$ cat src/design/movdec_pkg.sv
// ============================================================================
// movdec_pkg
// Shared types for the 16-bit MOV instruction decoder: form codes, decoder
// state and the decoded record.
// ============================================================================
package movdec_pkg;

   // Instruction form codes
   typedef enum logic [2:0] {
      FORM_RM_REG  = 3'd0,
      FORM_IMM_RM  = 3'd1,
      FORM_IMM_REG = 3'd2,
      FORM_MEM_ACC = 3'd3,
      FORM_ACC_MEM = 3'd4
   } form_type;

   localparam logic [1:0] MOD_REGISTER = 2'd3;
   localparam logic [1:0] MOD_DISP8    = 2'd1;
   localparam logic [1:0] MOD_DISP16   = 2'd2;
   localparam logic [1:0] MOD_NO_DISP  = 2'd0;
   localparam logic [2:0] RM_DIRECT    = 3'd6;
   localparam logic [2:0] LEN_SINGLE   = 3'd1;

   // Decoder state carried between bytes
   typedef struct packed {
      logic [2:0]  phase;
      form_type    form;
      logic [3:0]  opbits;
      logic [7:0]  modrm;
      logic [15:0] disp;
      logic [15:0] imm;
   } state_type;

   // One decoded instruction
   typedef struct packed {
      form_type    form;
      logic        word_size;
      logic        reg_is_dest;
      logic [1:0]  mode;
      logic [2:0]  reg_code;
      logic [2:0]  rm_code;
      logic [15:0] displacement;
      logic [15:0] immediate;
      logic [2:0]  length;
      logic        bad_opcode;
   } rec_type;

endpackage

$ cat src/design/movdec_step.sv
// ============================================================================
// movdec_step
// Next-state and record logic for one instruction byte.
// ============================================================================
module movdec_step (
   input  movdec_pkg::state_type state_cur,
   input  logic [7:0]            instr_byte,
   output movdec_pkg::state_type state_nxt,
   output logic                  emit,
   output movdec_pkg::rec_type   rec
);

   function automatic logic [1:0] disp_len(movdec_pkg::form_type f, logic [7:0] m);
      logic [1:0] n;
      n = 2'd0;
      if (f == movdec_pkg::FORM_MEM_ACC || f == movdec_pkg::FORM_ACC_MEM) begin
         n = 2'd2;
      end else if (f == movdec_pkg::FORM_RM_REG || f == movdec_pkg::FORM_IMM_RM) begin
         if (m[7:6] == movdec_pkg::MOD_DISP8) begin
            n = 2'd1;
         end else if (m[7:6] == movdec_pkg::MOD_DISP16) begin
            n = 2'd2;
         end else if (m[7:6] == movdec_pkg::MOD_NO_DISP && m[2:0] == movdec_pkg::RM_DIRECT) begin
            n = 2'd2;
         end
      end
      return n;
   endfunction

   function automatic logic word_bit(movdec_pkg::form_type f, logic [3:0] ob);
      return (f == movdec_pkg::FORM_IMM_REG) ? ob[3] : ob[0];
   endfunction

   logic       has_modrm;
   logic [1:0] dl_old;
   logic [1:0] dl_new;
   logic [1:0] il;
   logic [2:0] off;
   logic [2:0] k;
   logic [2:0] total;
   logic [2:0] phase_inc;

   always_comb begin
      state_nxt = state_cur;
      emit      = 1'b0;
      rec       = '0;
      has_modrm = (state_cur.form == movdec_pkg::FORM_RM_REG) ||
                  (state_cur.form == movdec_pkg::FORM_IMM_RM);
      dl_old    = disp_len(state_cur.form, state_cur.modrm);
      off       = 3'(state_cur.phase - 3'd1 - {2'b00, has_modrm});
      k         = 3'(off - {1'b0, dl_old});
      phase_inc = 3'(state_cur.phase + 3'd1);
      dl_new    = 2'd0;
      il        = 2'd0;
      total     = 3'd0;

      if (state_cur.phase == 3'd0) begin
         // opcode byte
         state_nxt.modrm  = '0;
         state_nxt.disp   = '0;
         state_nxt.imm    = '0;
         state_nxt.opbits = instr_byte[3:0];
         state_nxt.phase  = 3'd1;
         case (instr_byte) inside
            [8'h88:8'h8B]: state_nxt.form = movdec_pkg::FORM_RM_REG;
            [8'hC6:8'hC7]: state_nxt.form = movdec_pkg::FORM_IMM_RM;
            [8'hB0:8'hBF]: state_nxt.form = movdec_pkg::FORM_IMM_REG;
            [8'hA0:8'hA1]: state_nxt.form = movdec_pkg::FORM_MEM_ACC;
            [8'hA2:8'hA3]: state_nxt.form = movdec_pkg::FORM_ACC_MEM;
            default: begin
               state_nxt.form   = movdec_pkg::FORM_RM_REG;
               state_nxt.opbits = '0;
               state_nxt.phase  = 3'd0;
               emit             = 1'b1;
               rec.length       = movdec_pkg::LEN_SINGLE;
               rec.bad_opcode   = 1'b1;
            end
         endcase
      end else begin
         if (has_modrm && state_cur.phase == 3'd1) begin
            state_nxt.modrm = instr_byte;
         end else if (off < {1'b0, dl_old}) begin
            if (off == 3'd0) state_nxt.disp[7:0]  = instr_byte;
            else             state_nxt.disp[15:8] = instr_byte;
         end else begin
            if (k == 3'd0) state_nxt.imm[7:0]  = instr_byte;
            else           state_nxt.imm[15:8] = instr_byte;
         end

         dl_new = disp_len(state_cur.form, state_nxt.modrm);
         if (state_cur.form == movdec_pkg::FORM_IMM_RM ||
             state_cur.form == movdec_pkg::FORM_IMM_REG) begin
            il = {1'b0, 1'b1} + {1'b0, word_bit(state_cur.form, state_cur.opbits)};
         end
         total = 3'(3'd1 + {2'b00, has_modrm} + {1'b0, dl_new} + {1'b0, il});

         if (phase_inc >= total) begin
            emit              = 1'b1;
            state_nxt.phase   = 3'd0;
            rec.form          = state_cur.form;
            rec.word_size     = word_bit(state_cur.form, state_cur.opbits);
            rec.displacement  = state_nxt.disp;
            rec.immediate     = state_nxt.imm;
            rec.length        = total;
            case (state_cur.form)
               movdec_pkg::FORM_RM_REG: begin
                  rec.reg_is_dest = state_cur.opbits[1];
                  rec.mode        = state_nxt.modrm[7:6];
                  rec.reg_code    = state_nxt.modrm[5:3];
                  rec.rm_code     = state_nxt.modrm[2:0];
               end
               movdec_pkg::FORM_IMM_RM: begin
                  rec.mode    = state_nxt.modrm[7:6];
                  rec.rm_code = state_nxt.modrm[2:0];
               end
               movdec_pkg::FORM_IMM_REG: begin
                  rec.reg_is_dest = 1'b1;
                  rec.mode        = movdec_pkg::MOD_REGISTER;
                  rec.reg_code    = state_cur.opbits[2:0];
               end
               movdec_pkg::FORM_MEM_ACC: begin
                  rec.reg_is_dest = 1'b1;
                  rec.rm_code     = movdec_pkg::RM_DIRECT;
               end
               movdec_pkg::FORM_ACC_MEM: begin
                  rec.rm_code = movdec_pkg::RM_DIRECT;
               end
               default: begin
                  rec.rm_code = '0;
               end
            endcase
         end else begin
            state_nxt.phase = phase_inc;
         end
      end
   end

endmodule

$ cat src/design/mov_instruction_decoder.sv
// ============================================================================
// mov_instruction_decoder
// Byte-stream decoder for the five 16-bit x86 MOV forms.
// ============================================================================
//  - req channel: one instruction byte per item (req_instr_byte); the first
//    byte of each instruction is its opcode. Accepted when req_valid is high
//    and req_stall is low.
//  - rsp channel: one record per completed instruction, or one error record
//    (rsp_bad_opcode, length 1) for a first byte that is not a MOV opcode.
//    Bytes that do not finish an instruction give no item.
//  - Latency: the record appears on rsp_* the cycle after the byte that
//    completes the instruction is accepted.
//  - Throughput: one byte per cycle when not stalled. A byte is decoded in a
//    single pass through the step logic from decoder state to output register.
//  - Stall: req_stall rises only while a record sits in the output register
//    and the receiver holds rsp_stall; the held record stays put meanwhile.
//  - Reset (synchronous, active high): decoder back to expecting an opcode,
//    output register emptied.
//  - An 8-bit displacement is given zero-extended; sign-extend by mode.
// ============================================================================
module mov_instruction_decoder (
   input  logic        clock,
   input  logic        reset,
   input  logic        req_valid,
   output logic        req_stall,
   input  logic [7:0]  req_instr_byte,
   output logic        rsp_valid,
   input  logic        rsp_stall,
   output logic [2:0]  rsp_form,
   output logic        rsp_word_size,
   output logic        rsp_reg_is_dest,
   output logic [1:0]  rsp_mode,
   output logic [2:0]  rsp_reg_code,
   output logic [2:0]  rsp_rm_code,
   output logic [15:0] rsp_displacement,
   output logic [15:0] rsp_immediate,
   output logic [2:0]  rsp_length,
   output logic        rsp_bad_opcode
);

   // decoder state: phase counts bytes taken of the current instruction
   movdec_pkg::state_type state_ff, state_in;
   movdec_pkg::state_type step_nxt;
   logic                  step_emit;
   movdec_pkg::rec_type   step_rec;

   // output register
   logic                  rsp_valid_ff, rsp_valid_in;
   movdec_pkg::rec_type   rec_ff, rec_in;

   logic                  req_take;

   movdec_step u_step (
      .state_cur  (state_ff),
      .instr_byte (req_instr_byte),
      .state_nxt  (step_nxt),
      .emit       (step_emit),
      .rec        (step_rec)
   );

   // output slot free, or being emptied this cycle
   assign req_stall = rsp_valid_ff & rsp_stall;
   assign req_take  = req_valid & ~req_stall;

   always_comb begin
      state_in     = state_ff;
      rec_in       = rec_ff;
      rsp_valid_in = rsp_valid_ff & rsp_stall;
      if (req_take) begin
         state_in = step_nxt;
         if (step_emit) begin
            rec_in       = step_rec;
            rsp_valid_in = 1'b1;
         end
      end
   end

   always_ff @(posedge clock) begin
      if (reset) begin
         state_ff     <= '0;
         rsp_valid_ff <= 1'b0;
      end else begin
         state_ff     <= state_in;
         rsp_valid_ff <= rsp_valid_in;
      end
   end

   // payload, no reset needed
   always_ff @(posedge clock) begin
      rec_ff <= rec_in;
   end

   assign rsp_valid        = rsp_valid_ff;
   assign rsp_form         = rec_ff.form;
   assign rsp_word_size    = rec_ff.word_size;
   assign rsp_reg_is_dest  = rec_ff.reg_is_dest;
   assign rsp_mode         = rec_ff.mode;
   assign rsp_reg_code     = rec_ff.reg_code;
   assign rsp_rm_code      = rec_ff.rm_code;
   assign rsp_displacement = rec_ff.displacement;
   assign rsp_immediate    = rec_ff.immediate;
   assign rsp_length       = rec_ff.length;
   assign rsp_bad_opcode   = rec_ff.bad_opcode;

endmodule

$ cat config.mk
export PLATFORM = sky130hd
export DESIGN_NAME = mov_instruction_decoder
export DESIGN_NICKNAME = d
export VERILOG_FILES = /design/src/design/movdec_pkg.sv /design/src/design/movdec_step.sv /design/src/design/mov_instruction_decoder.sv
export SDC_FILE = /design/constraint.sdc
export NUM_CORES = 1
export LEC_CHECK = 0
export ABC_AREA = 1
export BUFFER_PORTS_ARGS = -buffer_cell sky130_fd_sc_hd__buf_4
export CAP_MARGIN = 20
export CELL_PAD_IN_SITES_DETAIL_PLACEMENT = 1
export CELL_PAD_IN_SITES_GLOBAL_PLACEMENT = 2
export CORE_ASPECT_RATIO = 0.7
export CORE_MARGIN = 5
export CORE_UTILIZATION = 34
export CTS_BUF_LIST = sky130_fd_sc_hd__clkbuf_8 sky130_fd_sc_hd__clkbuf_16
export DETAILED_ROUTE_END_ITERATION = 12
export GPL_TIMING_DRIVEN = 0
export PLACE_DENSITY_LB_ADDON = 0.25
export SLEW_MARGIN = 20
export SYNTH_ARGS = -nofsm -noshare
export SYNTH_HDL_FRONTEND = slang
export SYNTH_SLANG_ARGS = --single-unit
$ cat constraint.sdc
create_clock -name clock -period 5.2 [get_ports clock]
set_input_delay 1.04 -clock clock [delete_from_list [all_inputs] [get_ports clock]]
set_output_delay 1.04 -clock clock [all_outputs]
set_load 0.05 [all_outputs]
**Word-level counts from Yosys, hierarchy flattened**

Cells that the tools add are included.

- Bits of input ports: 12
- Word-level logic and storage cells: 138
- Output and inout port bits: 51
- Register bits: 100

- Equality and inequality tests: 11
- Bitwise gates (word level): 5
- Reductions and logical operators: 24
- Mux-type cells: 61
- Add/sub/neg operators: 8
- Magnitude comparators: 12

Operator list:

| cell | number |
|---|---|
| two-way mux 8 bit | 6 |
| >= comparator 8 bit (second input constant) | 5 |
| <= comparator 8 bit (second input constant) | 5 |
| two-way mux 40 bit | 1 |
| two-way mux 3 bit | 13 |
| two-way mux 4 bit | 9 |
| two-way mux 16 bit | 2 |
| two-way mux 32 bit | 1 |
| two-way mux 2 bit | 14 |
| zero test 3 bit | 4 |
| one-hot mux 3 bit (2 select lines) | 2 |
| two-way mux 1 bit | 11 |
| == test 3 bit (second input constant) | 3 |
| logical AND 1 bit | 8 |
| OR reduction 2 bit | 4 |
| adder 3 x 2 -> 3 bit | 2 |
| == test 3 x 1 -> 1 bit (second input constant) | 2 |
| == test 3 x 2 -> 1 bit (second input constant) | 2 |
| OR reduction 5 bit | 1 |
| adder 1 x 1 -> 2 bit (first input constant) | 2 |
| == test 2 x 1 -> 1 bit (second input constant) | 2 |
| == test 2 bit (second input constant) | 2 |
| zero test 2 bit | 2 |
| one-hot mux 2 bit (2 select lines) | 1 |
| 11 further kinds | 17 |

**Longest topological paths before layout**

Gate-level depths: netlist (run 1).

- Depth after elaboration: 20
- Gate-level depth with buffers: 22
- Gate-level depth less buffers: 21

**Modules after synthesis**

Synthesis (run 1) repeated with hierarchy kept, for this count alone.

- Cells, all modules: 789
- Area total of the unflattened synthesis: 5713.0 um^2

By module, submodules not included:

| module | cells each | seq. area each (um^2) | instances | area an instance (um^2) |
|---|---|---|---|---|
| mov_instruction_decoder | 386 | 2492.4 | 1 | 3763.6 |
| movdec_step | 403 | 0.0 | 1 | 1949.4 |

**Worst setup path after synthesis (run 1)**

No wires, ideal clock.

- Path type: in2reg
- Start: in req_instr_byte[0]
- End: reg rec_ff, in the netlist rsp_bad_opcode, enable pin
- Setup time: 0.404 ns
- Data required time: 4.796 ns
- Arrival time: 4.133 ns
- Buffers on the path: 0
- Slack: 0.663 ns
- Stages: 17
- Cell sequence: inv_1 -> o21ai_0 -> nor2_1 -> nand2_1 -> nand2_1 -> nand2_1 -> nand2_1 -> fa_1 -> ha_1 -> xnor2_1 -> ha_1 -> nand2_1 -> o211ai_1 -> nand2_1 -> nand2_1 -> nand2_1 -> inv_1

- Longest elaborated chain between the ends: 16
- Elaborated cells on any way between the ends: 36
- Those cells by class: add/sub (2); order compare (11); eq/ne (1); mux (15); reduce/logical (7)

RTL lines:

| what | RTL line | RTL |
|---|---|---|
| start: declaration | mov_instruction_decoder.sv:26 | `input logic [7:0] req_instr_byte,` |
| two-way mux 8 bit | movdec_step.sv:80 | `if (has_modrm && state_cur.phase == 3'd1) begin` |
| two-way mux 8 bit | movdec_step.sv:57 | `if (state_cur.phase == 3'd0) begin` |
| == test 3 bit | movdec_step.sv:23 | `end else if (m[7:6] == movdec_pkg::MOD_NO_DISP && m[2:0] == movdec_pkg::RM_DIRECT) begin` |
| logical AND 1 bit | movdec_step.sv:23 |  |
| two-way mux 2 bit | movdec_step.sv:23 |  |
| two-way mux 2 bit | movdec_step.sv:21 | `end else if (m[7:6] == movdec_pkg::MOD_DISP16) begin` |
| two-way mux 2 bit | movdec_step.sv:19 | `if (m[7:6] == movdec_pkg::MOD_DISP8) begin` |
| two-way mux 2 bit | movdec_step.sv:18 | `end else if (f == movdec_pkg::FORM_RM_REG \|\| f == movdec_pkg::FORM_IMM_RM) begin` |
| two-way mux 2 bit | movdec_step.sv:16 | `if (f == movdec_pkg::FORM_MEM_ACC \|\| f == movdec_pkg::FORM_ACC_MEM) begin` |
| two-way mux 2 bit | movdec_step.sv:57 |  |
| adder 3 x 2 -> 3 bit (2 in a row) | movdec_step.sv:95 | `total = 3'(3'd1 + {2'b00, has_modrm} + {1'b0, dl_new} + {1'b0, il});` |
| >= comparator 3 bit | movdec_step.sv:97 | `if (phase_inc >= total) begin` |
| two-way mux 1 bit | movdec_step.sv:97 |  |
| two-way mux 1 bit (*) | movdec_step.sv:57 |  |
| AND reduction 2 bit (no line) (*) | - |  |
| end signal: assignment | mov_instruction_decoder.sv:90 | `rec_ff <= rec_in;` |
| end: declaration | mov_instruction_decoder.sv:49 | `movdec_pkg::rec_type rec_ff, rec_in;` |

Mark *: on every way between the ends. The rest lies on a longest branch, timed or not. The select of a mux whose other input is x is not followed.
A chain may end at the register's enable or synchronous reset.

**Worst setup path after layout (run 1)**

- Start: reg state_ff[46] in the netlist's numbering
- End: reg rec_ff, in the netlist rsp_immediate[8], enable pin

- Longest elaborated chain between the ends: 19
- Elaborated cells on any way between the ends: 33
- Those cells by class: add/sub (4); order compare (1); eq/ne (7); mux (13); reduce/logical (8)

RTL lines:

| what | RTL line | RTL |
|---|---|---|
| start: declaration | mov_instruction_decoder.sv:42 | `movdec_pkg::state_type state_ff, state_in;` |
| start signal: assignment | mov_instruction_decoder.sv:83 | `state_ff <= state_in;` |
| == test 3 x 1 -> 1 bit or zero test 3 bit (tied branches) | - |  |
| logical OR 1 bit | movdec_step.sv:18, movdec_step.sv:47 |  |
| logical AND 1 bit | movdec_step.sv:80 |  |
| two-way mux 8 bit | movdec_step.sv:80 |  |
| two-way mux 8 bit | movdec_step.sv:57 |  |
| == test 3 bit or zero test 2 bit (tied branches) | movdec_step.sv:23 |  |
| logical AND 1 bit | movdec_step.sv:23 |  |
| two-way mux 2 bit | movdec_step.sv:23 |  |
| [... 3 more ...] | - |  |
| two-way mux 2 bit | movdec_step.sv:16 |  |
| two-way mux 2 bit | movdec_step.sv:57 |  |
| adder 3 x 2 -> 3 bit | movdec_step.sv:95 |  |
| adder 3 x 2 -> 3 bit (*) | movdec_step.sv:95 |  |
| >= comparator 3 bit (*) | movdec_step.sv:97 |  |
| two-way mux 1 bit (*) | movdec_step.sv:97 |  |
| two-way mux 1 bit (*) | movdec_step.sv:57 |  |
| AND reduction 2 bit (no line) (*) | - |  |

Marked as above.

==> results of run 1 <==
==> worst min-delay path: cells and delay by family, from the launching register on <==
| kind | cells | cell delay (ns) |
|---|---|---|
| AOI/OAI and AO/OA | 1 | 0.05 |
| DFF | 1 | 0.31 |
| and+or+nand+nor | 1 | 0.06 |
==> final cells by class <==
cell class,count,area [um2]
Buffer,21,111
Tap cell,190,238
Clock buffer,9,225
Multi-Input combinational cell,408,2040
Sequential cell,100,2490
Clock inverter,7,57.6
Timing Repair Buffer,63,485
Fill cell,1725,8120
Inverter,75,284
==> routing by layer <==
layer | up-vias | GRT usage | routed length (um) | share of wire
li1 | 2088 | - | - | -
met1 | 2063 | 0.236 | 7100 | 0.48
met2 | 76 | 0.294 | 6970 | 0.47
met3 | 13 | 0.0390 | 607 | 0.041
met4 | 0 | 0.0329 | 157 | 0.011
met5 | - | 0 | 0 | 0
==> layout by cell type (no fill, tap or decap), drive strengths merged, types with 4 or more instances in the layout <==
cell	instances
ha	11
nor2	70
o21ai	15
inv	79
buf	72
nand3	49
a21oi	55
dfxtp	51
o22ai	4
o21bai	8
edfxtp	49
clkbuf	21
nand2	177
==> synthesized netlist by cell type, types with 2 or more instances <==
cell type and instances:
sky130_fd_sc_hd__o21bai_2 2, sky130_fd_sc_hd__inv_2 3, sky130_fd_sc_hd__ha_1 11, sky130_fd_sc_hd__nor2_4 3, sky130_fd_sc_hd__o22ai_1 4, sky130_fd_sc_hd__nand2_1 169
sky130_fd_sc_hd__o21ai_0 13, sky130_fd_sc_hd__nand3_1 47, sky130_fd_sc_hd__buf_4 3, sky130_fd_sc_hd__o211ai_1 2, sky130_fd_sc_hd__o21ai_1 2, sky130_fd_sc_hd__nand2_2 2
sky130_fd_sc_hd__clkbuf_1 11, sky130_fd_sc_hd__buf_2 3, sky130_fd_sc_hd__nand2_4 6, sky130_fd_sc_hd__o21bai_1 6, sky130_fd_sc_hd__dfxtp_1 51, sky130_fd_sc_hd__xnor2_1 2
sky130_fd_sc_hd__nor2_1 65, sky130_fd_sc_hd__fa_1 3, sky130_fd_sc_hd__inv_1 71, sky130_fd_sc_hd__nand3_4 2, sky130_fd_sc_hd__nor2_2 2, sky130_fd_sc_hd__nor3_1 2
sky130_fd_sc_hd__buf_1 2, sky130_fd_sc_hd__edfxtp_1 49, sky130_fd_sc_hd__or2_2 3, sky130_fd_sc_hd__a21oi_1 55
==> cell families (layout without fill, tap and decap cells) <==
kind of cell               after synthesis  after routing  share of synthesized area
and+or+nand+nor                        303            303                      0.269
xor gates and xnor gates                 2              2                    0.00356
AOI/OAI and AO/OA                       89             89                      0.101
adders and majority gates               14             14                     0.0401
DFF                                    100            100                      0.506
buffers and inverters                   96            175                     0.0802
==> per-stage QoR <==
stage	instance area [um2]	std cells	hold WS [ns]
2_1_floorplan	4930	604	0.440
3_3_place_gp	5630	856	0.446
3_5_place_dp	5650	857	0.459
4_1_cts	5930	873	0.469
5_1_grt	5930	873	0.487
6_report	5930	873	0.467
==> final timing paths <==
path | start | end | slack, ns
worst min register to register | state_ff[37]$_SDFFE_PP0P_ | state_ff[37]$_SDFFE_PP0P_ | 0.47
worst min-delay path | state_ff[37]$_SDFFE_PP0P_ | state_ff[37]$_SDFFE_PP0P_ | 0.47
worst max-delay path | state_ff[46]$_SDFFE_PP0P_ | rsp_immediate[8]$_SDFFCE_PP0P_ | 0.59
worst max register to register | state_ff[46]$_SDFFE_PP0P_ | rsp_immediate[8]$_SDFFCE_PP0P_ | 0.59
==> flip-flops by register name (all words and copies together) (netlist names) <==
register and flops:
rsp_mode 2, rsp_valid 1, rsp_form 3, rsp_rm_code 3
rsp_reg_code 3, rsp_length 3, rsp_bad_opcode 1, rsp_displacement 16
rsp_reg_is_dest 1, rsp_immediate 16, state_ff 50, rsp_word_size 1
==> power by group through the flow <==
stage	combinational, mW	clock [mW]	sequential (mW)
after floorplan	0.120	0	1.00
after detailed placement	0.343	0	0.898
after global routing	0.364	0.711	0.885
after CTS	0.345	0.675	0.881
final	0.340	0.657	0.880
after global placement	0.332	0	0.899
==> run metrics, run 1 <==
status finished clean; io pins 63; most prevalent standard cell on the critical path sky130_fd_sc_hd__nand2_1; share of the yosys chip area belonging to registers 0.506; final number of max-transition violations 0; effective utilization at floorplan 0.351; aggregate global routing overflow 0; average instance area after synthesis 8.16 um2; post-CTS setup-driven buffer insertion count 0; cts hold-fix bufs 0; share of Yosys cell area claimed by the top area cell type 0.299; Post-synth top flop sky130_fd_sc_hd__dfxtp_1; number of design rule violations left after detail routing 0; kind of critical path register to register; final core occ 0.422; cell with the biggest individual delay on the critical path sky130_fd_sc_hd__o21ai_0; Relative slew margins 0.514; worst vdd ir 0.155 mV; antenna violations before repair 0; setup repair after global routing missed its margin false; Fmax between 200 and 250 MHz; CTS clock-pin slew for the worst setup and hold paths about 0.070 ns; number of nets still failing antenna checks after routing 0; initial drt markers between 150 and 200; core region area between 10000 and 15000 um2; global-route usage over all layers 0.176; number of antenna repair diodes 0; Mapped Nets between 600 and 700; P&R area growth vs syn 20.4%; r2r worst-path depth 17; internal power 1.32 mW; routability cong. about 0.8; data arrival time of the critical path 4.65 ns; worst slack after detailed placement 0.278 ns; die width between 150 and 200 um; PnR worst setup slack 0.593 ns; combinational share of power 0.181; clock skew 0.0110 ns; cell area after technology mapping 4930 um2; CP cell instances inv_1 > nand2_1 > nor2_1 > inv_1 > o21ai_0 > nor2_1 > fa_1 > ha_1 > xnor2_1 > ha_1 > nand2_1 > o211ai_1 > nand2_1 > nand2_1 > nand2_1 > inv_2 > buf_12; total clock buffers created by CTS 9; Net Sw Power ~0.56 mW; die height roughly 110 um; period utilisation layout 0.886; post-cts gate resize count 0; total power 1.88 mW; maximum number of pins on one net before global-route repair 29; final layout net count 704; clock insertion delay at the later pin of the skew report 0.35 ns; Post-Route WL around 15 mm; vias after detailed routing 4240; switching part of the total power 0.297; Clock Tree Root sky130_fd_sc_hd__clkbuf_16; wire length of the first global-routing pass around 24 mm; First-pass DRT Iterations 5; power per cell area 316 nW/um2; Buffers & Inverters on Critical Path 4; final period demand of the worst path 4.61 ns; flip-flop and latch count after synthesis 100; slew at the pin with the worst max-slew slack 0.729 ns; total setup violations reported at the end of the flow 0; most area-hungry cell type in the Yosys netlist sky130_fd_sc_hd__edfxtp_1; type of element launching the critical path register; endpoint required time on the critical path 5.24 ns; post-detailed-route wirelength per cell about 17 um; count of flip-flops with a built-in enable after synthesis 49; setup tns final 0 ns; clock network power share 0.350; crit path max fanout 28; min-delay worst type register to register; number of cells on the worst hold path 2; die outline area 17000 um2; vias per inst slightly below 5; layout cells sized above 1 0.161; proportion of power drawn by flip-flops and latches 0.469; Setup crit end kind register; Maximum Capacitance Violations 0; Syn. warnings 0; critical path depth in cells 17; P_leak 2.39 nW; category of cells accounting for the largest share of critical-path delay adder cells; H-Tree Depth 3; CTS tree done; worst stage delay on the critical path 0.57 ns; Port Buffers between 60 and 70; number of failing hold endpoints at the final stage 0; dominant cells by area after synthesis sky130_fd_sc_hd__edfxtp_1 30%, sky130_fd_sc_hd__dfxtp_1 21%, sky130_fd_sc_hd__nand2_1 13%; instance count of the mapped netlist just over 600; post-DP HPWL 11.1 mm; Core Rows 36; maximum count of clock buffers along a single path 2; share of flip-flops with an asynchronous set or reset 0; number of distinct library cells after synthesis 38; via count of the first global-routing pass roughly 4600; CTS sink cnt 100
Power figures use the tool's default switching activity.
==> run 2: changes to the inputs <==
- PLACE_DENSITY_LB_ADDON: 0.25 -> 0.1
==> run 2 against run 1 <==
- combinational power about the same
- sequential cell count is the same
- sequential share of layout area fell by 0.26 points
- sequential power about the same
- critical path depth is 1 lower
- clock skew is 0.0042 ns lower
- routed wire length decreased by 0.50%
- worst hold slack improved by 0.00056 ns
- final cell count did not move
- cell area rose by 0.61%
- via count decreased by 0.35%
==> run metrics, run 2 (synthesis results as in run 1) <==
P&R area growth vs syn 21.2%; P_leak between 2 and 2.5 nW; final core occ 0.425; clock insertion delay at the later pin of the skew report 0.34 ns; die height 111 um; layout cells sized above 1 0.164; endpoint required time on the critical path 5.27 ns; core region area 14100 um2; min-delay worst type register to register; register with the most flip-flops state_ff; CTS tree done; power per cell area 326 nW/um2; number of antenna repair diodes 0; final non-filler cell area 5970 um2; number of cells on the worst hold path 2; standard cell area after detailed placement 5650 um2; kind of critical path register to register; r2r worst-path depth 16; cts hold-fix bufs 0; Port Buffers 62; PnR worst setup slack 0.539 ns; Maximum Capacitance Violations 0; Post-Route WL between 10 and 15 mm; final layout net count 704; status finished clean; CTS sink cnt 100; post-DP HPWL 11.1 mm; via count of the first global-routing pass 4499; aggregate global routing overflow 0; vias per inst slightly below 5; antenna violations before repair 0; effective utilization at floorplan 0.351; post-detailed-route wirelength per cell between 15 and 20 um; H-Tree Depth 3; post-CTS setup-driven buffer insertion count 0; max FFs per register 50; Fmax 215 MHz; CTS clock-pin slew for the worst setup and hold paths 0.07 ns; io pins 63; number of nets still failing antenna checks after routing 0; number of failing hold endpoints at the final stage 0; initial drt markers 181; type of element launching the critical path register; First-pass DRT Iterations 4; post-cts gate resize count 0; worst slack after detailed placement 0.196 ns; Reg2Reg Setup Slack 0.54 ns; die width between 150 and 200 um; total setup violations reported at the end of the flow 0; crit path max fanout 10; maximum number of pins on one net before global-route repair 31; die outline area 17000 um2; Core Rows 36; final number of max-transition violations 0; Relative slew margins 0.520; global-route usage over all layers 0.178; wire length of the first global-routing pass 24.2 mm; Setup crit end kind register; data arrival time of the critical path 4.73 ns; worst hold slack roughly 0.47 ns; maximum count of clock buffers along a single path 2; setup tns final 0 ns; setup repair after global routing missed its margin false; number of design rule violations left after detail routing 0; clock skew 0.00685 ns; most frequent standard cell in the layout excluding fill and tap cells sky130_fd_sc_hd__nand2_1; period utilisation layout 0.896; slew at the pin with the worst max-slew slack 0.712 ns; vias after detailed routing 4225; Clock Tree Root sky130_fd_sc_hd__clkbuf_16; routability cong. 0.839; total clock buffers created by CTS 9; final period demand of the worst path 4.66 ns; worst vdd ir between 0.1 and 0.15 mV; most used cells in the layout excluding fill and tap cells 169 x sky130_fd_sc_hd__nand2_1, 72 x sky130_fd_sc_hd__inv_1, 65 x sky130_fd_sc_hd__nor2_1, 65 x sky130_fd_sc_hd__buf_4, 55 x sky130_fd_sc_hd__a21oi_1
run 2: cell types whose count changed in the layout (fill, tap and decap cells not counted):
cell | previous run | this run
sky130_fd_sc_hd__inv_1 | 74 | 72
sky130_fd_sc_hd__bufinv_16 | 1 | 2
sky130_fd_sc_hd__clkinv_2 | 1 | 0
sky130_fd_sc_hd__clkinvlp_4 | 1 | 2
sky130_fd_sc_hd__inv_8 | 0 | 1
run 2: final cells by class:
cell class                 count  area [um2]
fill                        1752        8080
sequential                   100        2490
multi-input combinational    408        2040
timing repair buffer          63         485
inverter                      75         284
tap                          190         238
clock buffer                   9         225
buffer                        21         111
clock inverter                 7        93.8
run 2: worst paths after layout:
kind,start,end
hold reg to reg,state_ff[16]$_SDFFE_PP0P_,state_ff[16]$_SDFFE_PP0P_
setup / recovery,state_ff[46]$_SDFFE_PP0P_,rsp_displacement[13]$_SDFFCE_PP0P_
hold / removal,state_ff[16]$_SDFFE_PP0P_,state_ff[16]$_SDFFE_PP0P_
setup reg to reg,state_ff[46]$_SDFFE_PP0P_,rsp_displacement[13]$_SDFFCE_PP0P_
run 2: power breakdown:
part / total [mW] / internal [mW] / switching [mW]
combinational: 0.341 / 0.0865 / 0.254
clock: 0.727 / 0.422 / 0.305
sequential: 0.880 / 0.867 / 0.0128
run 2: per-stage QoR:
stage | cells | power [mW]
2_1_floorplan | 604 | 1.12
3_3_place_gp | 856 | 1.23
3_5_place_dp | 857 | 1.24
4_1_cts | 873 | 1.97
5_1_grt | 873 | 2.03
6_report | 873 | 1.95
run 2: critical path, stage by stage, from the launching register on:
cell	delay (ns)
sky130_fd_sc_hd__dfxtp_1	0.36
sky130_fd_sc_hd__inv_1	0.11
sky130_fd_sc_hd__nand2_1	0.09
sky130_fd_sc_hd__nor2_1	0.28
sky130_fd_sc_hd__inv_1	0.18
sky130_fd_sc_hd__o21ai_0	0.61
sky130_fd_sc_hd__nor2_1	0.13
sky130_fd_sc_hd__fa_1	0.49
sky130_fd_sc_hd__ha_1	0.22
sky130_fd_sc_hd__xnor2_1	0.23
sky130_fd_sc_hd__ha_1	0.30
sky130_fd_sc_hd__a21oi_1	0.16
sky130_fd_sc_hd__o211ai_1	0.14
sky130_fd_sc_hd__nand2_1	0.16
sky130_fd_sc_hd__buf_2	0.29
sky130_fd_sc_hd__buf_1	0.51
sky130_fd_sc_hd__nor2_1	0.11
run 2: layer usage:
layer,up-vias,routed length [um],track usage,share of wire
met5,-,0,0,0
met4,0,98,0.0306,0.0066
met3,7,535,0.0328,0.036
met2,66,6760,0.283,0.46
met1,2055,7370,0.255,0.50
li1,2097,-,-,-
